===== config.mk =====
export PLATFORM = sky130hd
export DESIGN_NAME = lph_ctrl
export DESIGN_NICKNAME = d
export VERILOG_FILES = /design/src/rtl/lph_pkg.sv /design/src/rtl/lph_ctrl.sv
export SDC_FILE = /design/constraint.sdc
export NUM_CORES = 1
export LEC_CHECK = 0
export BUFFER_PORTS_ARGS = -buffer_cell sky130_fd_sc_hd__buf_2
export CORE_AREA = 3 3 40 42
export DETAILED_ROUTE_END_ITERATION = 10
export DIE_AREA = 0 0 43 45
export SLEW_MARGIN = 20
export SYNTH_ARGS = -nofsm -noshare
export SYNTH_HDL_FRONTEND = slang
export SYNTH_SLANG_ARGS = --single-unit

===== constraint.sdc =====
create_clock -name clk -period 1.9 [get_ports clk]
set_input_delay 0.095 -clock clk [delete_from_list [all_inputs] [get_ports clk]]
set_output_delay 0.095 -clock clk [all_outputs]
set_load 0.05 [all_outputs]

===== src/rtl/lph_pkg.sv =====
// Package: shared types and constants for the linear probe hash table.
`timescale 1ns / 1ps
package lph_pkg;
	localparam int TableSize = 256;
	localparam int IdxW = $clog2(TableSize);
	localparam int KeyW = 64;
	localparam int ValW = 32;
	localparam int CntW = 9;
	localparam logic [31:0] FnvBasis = 32'd2166136261;
	localparam logic [31:0] FnvPrime = 32'd16777619;
	localparam logic [1:0] FUNC_GET = 2'd0;
	localparam logic [1:0] FUNC_PUT = 2'd1;
	localparam logic [1:0] FUNC_REM = 2'd2;
	localparam logic [1:0] FUNC_NOP = 2'd3;
	localparam logic [1:0] MARK_EMPTY = 2'd0;
	localparam logic [1:0] MARK_LIVE = 2'd1;
	localparam logic [1:0] MARK_TOMB = 2'd2;

	typedef enum logic [2:0] {
		ST_IDLE, ST_HASH, ST_READ, ST_CHECK, ST_DONE
	} lph_state_t;

	// controller to datapath
	typedef struct packed {
		logic load;      // capture request
		logic hash_step; // one FNV byte
		logic set_home;  // slot index from hash
		logic rd;        // issue slot read
		logic advance;   // next slot
		logic commit;    // apply decision, write result
	} lph_cmd_t;

	// datapath to controller
	typedef struct packed {
		logic hash_done;
		logic stop;      // probe terminates at this slot
		logic last;      // probe budget exhausted
	} lph_sts_t;
endpackage


===== src/rtl/lph_ctrl.sv =====
// Controller: sequences hashing, probing and result handoff.
`timescale 1ns / 1ps
module lph_ctrl import lph_pkg::*; (
	input  logic     clk,
	input  logic     arst_n,
	input  logic     in_valid,
	output logic     in_ready,
	output logic     out_valid,
	input  logic     out_ready,
	output lph_cmd_t cmd,
	input  lph_sts_t sts
);
	lph_state_t state_q, state_d;

	always_ff @(posedge clk or negedge arst_n) begin
		if (!arst_n) state_q <= ST_IDLE;
		else state_q <= state_d;
	end

	// next state
	always_comb begin
		state_d = state_q;
		case (state_q)
			ST_IDLE:  if (in_valid) state_d = ST_HASH;
			ST_HASH:  if (sts.hash_done) state_d = ST_READ;
			ST_READ:  state_d = ST_CHECK;
			ST_CHECK: state_d = (sts.stop || sts.last) ? ST_DONE : ST_READ;
			ST_DONE:  if (out_ready) state_d = in_valid ? ST_HASH : ST_IDLE;
			default:  state_d = ST_IDLE;
		endcase
	end

	// outputs
	always_comb begin
		cmd = '0;
		in_ready = 1'b0;
		out_valid = 1'b0;
		case (state_q)
			ST_IDLE: begin
				in_ready = 1'b1;
				cmd.load = in_valid;
			end
			ST_HASH: begin
				cmd.hash_step = !sts.hash_done;
				cmd.set_home = sts.hash_done;
			end
			ST_READ:  cmd.rd = 1'b1;
			ST_CHECK: begin
				cmd.commit = sts.stop || sts.last;
				cmd.advance = !(sts.stop || sts.last);
			end
			ST_DONE: begin
				out_valid = 1'b1;
				in_ready = out_ready;
				cmd.load = out_ready && in_valid;
			end
			default: ;
		endcase
	end

`ifndef ASSERT_OFF
	a_commit_check: assert property (@(posedge clk) disable iff (!arst_n)
		cmd.commit |-> state_q == ST_CHECK) else $error("commit outside check");
	a_done_after: assert property (@(posedge clk) disable iff (!arst_n)
		cmd.commit |=> out_valid) else $error("result not shown");
	a_read_then_check: assert property (@(posedge clk) disable iff (!arst_n)
		cmd.rd |=> state_q == ST_CHECK) else $error("read not followed by check");
`endif
endmodule


==> results of run 1 <==
[cell usage in the layout (no fill, tap or decap), types with 2 or more instances in the layout]
cell and instances:
and2_1 2, clkbuf_4 3, buf_2 14, dfrtp_1 3
nor3_1 2, nor2_1 4
[tightest hold or removal path, delay by kind of cell]
family	cells	cell delay, ps
AO/OA/AOI/OAI	1	110
buffers and inverters	1	90
AND/OR/NAND/NOR	1	50
[final cells by class]
cell class / count / area share [%]
Tap cell: 15 / 5.597
Multi-Input combinational cell: 19 / 39.18
Inverter: 1 / 1.119
Timing Repair Buffer: 15 / 23.88
Sequential cell: 3 / 22.39
Clock buffer: 4 / 7.836
[kinds of logic after synthesis]
group | count (synthesis) | synth area share [%]
AND/OR/NAND/NOR | 15 | 43.17
buffers and inverters | 3 | 9.835
flip-flops | 3 | 32.79
AO/OA/AOI/OAI | 4 | 14.21
[power by group through the flow]
| stage | logic (mW) | clock network (mW) | registers, mW |
|---|---|---|---|
| 2_1_floorplan | 0.362 | 0 | 0.121 |
| 3_3_place_gp | 0.396 | 0 | 0.146 |
| 6_report | 0.396 | 0.114 | 0.148 |
| 3_5_place_dp | 0.396 | 0 | 0.147 |
| 4_1_cts | 0.399 | 0.119 | 0.147 |
| 5_1_grt | 0.417 | 0.125 | 0.156 |
[how the worst max path moves through the flow]
stage / from / to
final: state_q[1] / cmd[4]
after global routing: state_q[1] / cmd[1]
after CTS: state_q[1] / cmd[4]
after detailed placement: state_q[1] / cmd[4]
after global placement: state_q[1] / cmd[4]
after floorplan: state_q[1] / state_q[0]
[routing by layer]
layer  vias to the layer above  GRT usage, %
li1                        124             -
met1                       105         9.201
met2                        16         5.988
met3                         0         5.179
met4                         0         9.036
met5                         -             0
[timing repair]
item | CTS | global route
endpoints found under the hold margin | 3 | 0
hold buffers | 1 | 0
setup buffers | 0 | 0
==> results.json, run 1 <==
{
  "coreArea_sq_mm": 0.001285,
  "synth_nets": 32,
  "peakVddDrop_v": 0.0006900,
  "cpPeakStageDelay_ps": 460,
  "clk_pin_slew_ps": 30,
  "holdPathStages": 3,
  "postPlaceCellArea_sq_um": 299.0,
  "async_reset_ff_share_pct": 100.0,
  "fin_util_pct": 26.10,
  "ios": 15,
  "seqPwrFrac_pct": 22.5,
  "grt_pass1_vias": 201,
  "cp.required_ps": 1800,
  "finalNonFillerCells": 57,
  "p_leak_nw": 0.1690,
  "maxCapViolations": 0,
  "slew_viol_final": 0,
  "combPwrFrac_pct": 60.2,
  "overflow": 0,
  "initial_core_util_pct": 17.82,
  "route.antenna.remaining_nets": 0,
  "wl_met2_um": 216,
  "clock-sinks": 3,
  "end_kind": "primary output",
  "reg2reg_from": "state_q[1]",
  "antenna_found_initial": 0,
  "grt_usage_pct": 7.173,
  "finalSetupViolCount": 0,
  "die_area_sq_mm": 0.001935,
  "fill_cells": 140,
  "die_w_um": 43,
  "regArea_sq_um": 75.07,
  "worstPathArrival_ps": 1350,
  "gpl.final_weighted_congestion": 0.7419,
  "yosysTopAreaCellShare_pct": 32.79,
  "rows": 13,
  "h-tree-depth": 1,
  "status": "complete, no violations",
  "critPathKind": "register to primary output",
  "worst_slack_ps": 456.2,
  "finalCritPeriodShare_pct": 75.99,
  "min_to": "state_q[2]",
  "p_per_area_mw_per_mm2": 1962,
  "multiInputGateArea_sq_um": 131.4,
  "r2r_end": "state_q[0]",
  "dpl_worst_slack_ps": 703.9,
  "yosysMostFrequentCell": "nor2_1",
  "startpoint_type": "register",
  "largest_register_ffs": 3,
  "synth_edf_count": 0,
  "fin_setup_tns_ps": 0,
  "critPathTopFamily": "flip-flops",
  "crit_buf_inv": 1,
  "drc": 0,
  "clkPwrFrac_pct": 17.3,
  "regMostFlops": "state_q",
  "r2r_setup_slack_ps": 770,
  "fmax_mhz": 692.6,
  "top_layer": "met3",
  "nets": 50,
  "synth.avg_cell_area_sq_um": 9.159,
  "grt_first_pass_wirelength_um": 910,
  "cts-resized-gates": 0,
  "grt_max_degree": 10,
  "stdcell_area_sq_um": 335.3,
  "cts_tree": "yes",
  "die_h_um": 45,
  "syn_area_sq_um": 229.0,
  "rsz0062_at_grt": "false",
  "yosys.area.top_type": "dfrtp_1",
  "synth_cell_types": 18,
  "power_switching_uw": 367.8,
  "met3_length_um": 75,
  "crit_cells": 2,
  "timing.critical_path.cells": "nor4b_2 -> buf_2",
  "port_buffers": 14,
  "syn_to_final_growth_pct": 46.45,
  "crit_fanout": 9,
  "wire_per_inst_um": 10.25,
  "hold_violations": 0,
  "yosys_warnings": 0,
  "rr_worst_depth": 2,
  "vias": 245,
  "cts_root_buf": "clkbuf_4",
  "drt_iter0_drc": 8,
  "wl_met1_um": 292,
  "synth_top_cells_by_area": "dfrtp_1 33%, nor2_1 6.6%, nor4b_2 6.6%",
  "worstHoldPathType": "primary input to register",
  "final.setup_skew_ps": 3.071,
  "cts_buffer_depth": 2,
  "switching_share_pct": 55.91,
  "viasPerCell": 4.298,
  "detail_route.first_pass.iterations": 4,
  "place_hpwl_um": 446.9,
  "min_period_ps": 1444,
  "finalPower_uw": 657.8,
  "ys_seq_area_share_pct": 32.79,
  "routed_wl_um": 584,
  "min_from": "sts[1]",
  "slowest_stage": "dfrtp_1",
  "largestRegisters": "state_q: 3 flops",
  "antenna_cells": 0,
  "synth_ff_type": "dfrtp_1",
  "p_int_uw": 290.0,
  "dp.cells": 52,
  "netlist_top_cells_count": "4 x nor2_1, 3 x dfrtp_1, 2 x and2_1, 2 x nor3_1",
  "syn-instance-count": 25,
  "worst_pin_slew_ps": 257.3,
  "drive_above_1_share_pct": 45.24,
  "holdWs_ps": 171.5,
  "timing.slew.headroom_pct": 82.85,
  "insertion_delay_ps": 240,
  "cts_buffers": 3,
  "ys_ff_latch": 3
}
Note: power is estimated with default switching activity, not from simulation.
==> run 2: changes to the inputs <==
==> constraint.sdc (replaced) <==
create_clock -name clk -period 1.2 [get_ports clk]
set_input_delay 0.06 -clock clk [delete_from_list [all_inputs] [get_ports clk]]
set_output_delay 0.06 -clock clk [all_outputs]
set_load 0.05 [all_outputs]
==> run 2 against run 1 <==
Net effect: the run now ends with negative setup slack left; largest power group unchanged; utilization increased by 10 points; non-clock buffer count rose by 5; first-iteration DRC count fell by 75%; power rose by 110%; sequential share of layout area fell by 5.6 points; clock skew fell by 0.81 ps; combinational power up 140%; sequential cell count is the same; clock-buffer cell count unchanged; hold slack worse by 11 ps; die area unchanged; register-to-register slack worse by 780 ps.
==> results.json, run 2 (synthesis gave the netlist of run 1 again) <==
{
  "nets": 55,
  "regMostFlops": "state_q",
  "gpl.final_weighted_congestion": 0.6805,
  "cts_root_buf": "clkbuf_4",
  "grt_first_pass_wirelength_um": 952,
  "fmax_mhz": 766.2,
  "grt_usage_pct": 7.173,
  "clkPwrFrac_pct": 12.5,
  "rows": 13,
  "antenna_found_initial": 0,
  "slew_viol_final": 0,
  "grt_pass1_vias": 237,
  "die_area_sq_mm": 0.001935,
  "antenna_cells": 0,
  "p_leak_nw": 0.2116,
  "grt_max_degree": 10,
  "largestRegisters": "state_q: 3 flops",
  "worst_slack_ps": -105.2,
  "fin_setup_tns_ps": -453.6,
  "die_h_um": 45,
  "violations": "negative setup slack",
  "timing.slew.headroom_pct": 83.61,
  "coreArea_sq_mm": 0.001285,
  "p_int_uw": 709.6,
  "worstPathArrival_ps": 1250,
  "peakVddDrop_v": 0.001516,
  "initial_core_util_pct": 17.82,
  "maxCapViolations": 0,
  "drt_iter0_drc": 2,
  "insertion_delay_ps": 230,
  "port_buffers": 14,
  "hold_violations": 0,
  "p_per_area_mw_per_mm2": 2919,
  "crit_fanout": 6,
  "cts_tree": "yes",
  "end_kind": "primary output",
  "status": "complete, but fails checks",
  "final_cell_mix": "7 x buf_6, 6 x buf_2, 4 x buf_4",
  "drc": 0,
  "h-tree-depth": 1,
  "rsz0062_at_grt": "true",
  "cts_buffer_depth": 2,
  "routed_wl_um": 648,
  "startpoint_type": "register",
  "dpl_worst_slack_ps": -9.034,
  "seqPwrFrac_pct": 19.0,
  "detail_route.first_pass.iterations": 3,
  "clk_pin_slew_ps": 40,
  "worstHoldPathType": "primary input to asynchronous set/reset pin",
  "dp.cells": 52,
  "largest_register_ffs": 3,
  "combPwrFrac_pct": 68.5,
  "vias": 274,
  "clock-sinks": 3,
  "power_switching_uw": 659.8,
  "layout_commonest_cell": "buf_6",
  "route.antenna.remaining_nets": 0,
  "switching_share_pct": 48.18,
  "ios": 15,
  "die_w_um": 43,
  "final.setup_skew_ps": 2.263,
  "viasPerCell": 4.419,
  "finalSetupViolCount": 8,
  "cts_buffers": 3,
  "fin_util_pct": 36.51,
  "drive_above_1_share_pct": 68.09,
  "wire_per_inst_um": 10.45,
  "cp.required_ps": 1140,
  "finalNonFillerCells": 62,
  "finalCritPeriodShare_pct": 108.8,
  "worst_pin_slew_ps": 244.8,
  "overflow": 0,
  "finalPower_mw": 1.369,
  "min_period_ps": 1305,
  "critPathKind": "register to primary output",
  "syn_to_final_growth_pct": 104.9
}
## run 2: cell count changes in the layout (fill, tap and decap cells not counted), sizes merged
cell  previous run  this run
buf             14        19
## run 2: area by class of cell
class                      instances  area (sq um)
timing repair buffer              20         178.9
tap                               15         18.77
clock buffer                       4         26.28
sequential                         3         78.83
inverter                           1         3.754
fill                             135         815.8
multi-input combinational         19         162.7
## run 2: final timing paths
kind                             from          to  depth (start not counted)  slack (ps)
max                        state_q[2]      cmd[0]                          3        -110
min                            arst_n  state_q[0]                          2         160
max reg2reg                state_q[1]  state_q[0]                          3         -10
min reg2reg                state_q[0]  state_q[2]                          1         610
max in group asynchronous      arst_n  state_q[2]                          2         920
min in group clk               sts[1]  state_q[2]                          3         180
## run 2: critical path, cell delays in order, from the launching register on
cell and delay, ps:
dfrtp_2 440, nand3b_1 250, nor2_1 160, buf_6 170
## run 2: routing by layer
layer,vias up,GRT usage [%],share of wire [%]
met3,2,4.781,8.0
met5,-,0,0
li1,136,-,-
met2,12,11.38,50
met1,124,7.264,40
met4,0,3.614,1.9
## run 2: per-stage QoR
step	hold slack, ps	instance area (sq um)
finish	160.2	469.2
global route	165.4	469.2
CTS	160.4	420.4
detailed placement	-139.7	324.1
global placement	-141.9	324.1
floorplan	-235.6	254.0
## run 2: what timing repair did
| item | CTS | global route |
|---|---|---|
| endpoints found under the hold margin | 3 | 0 |
| pin swaps | 1 | 2 |
| hold buffers | 1 | 0 |
| setup endpoints to repair | 8 | 8 |
| buffers inserted | 1 | 4 |
| gates cloned | 0 | 0 |
| resized for setup | 19 | 9 |
## run 2: power by group through the flow
stage | combinational, mW | sequential (mW) | clock [mW]
3_5_place_dp | 0.657 | 0.251 | 0
6_report | 0.938 | 0.260 | 0.172
3_3_place_gp | 0.658 | 0.249 | 0
4_1_cts | 0.804 | 0.267 | 0.179
2_1_floorplan | 0.607 | 0.200 | 0
5_1_grt | 0.988 | 0.271 | 0.198
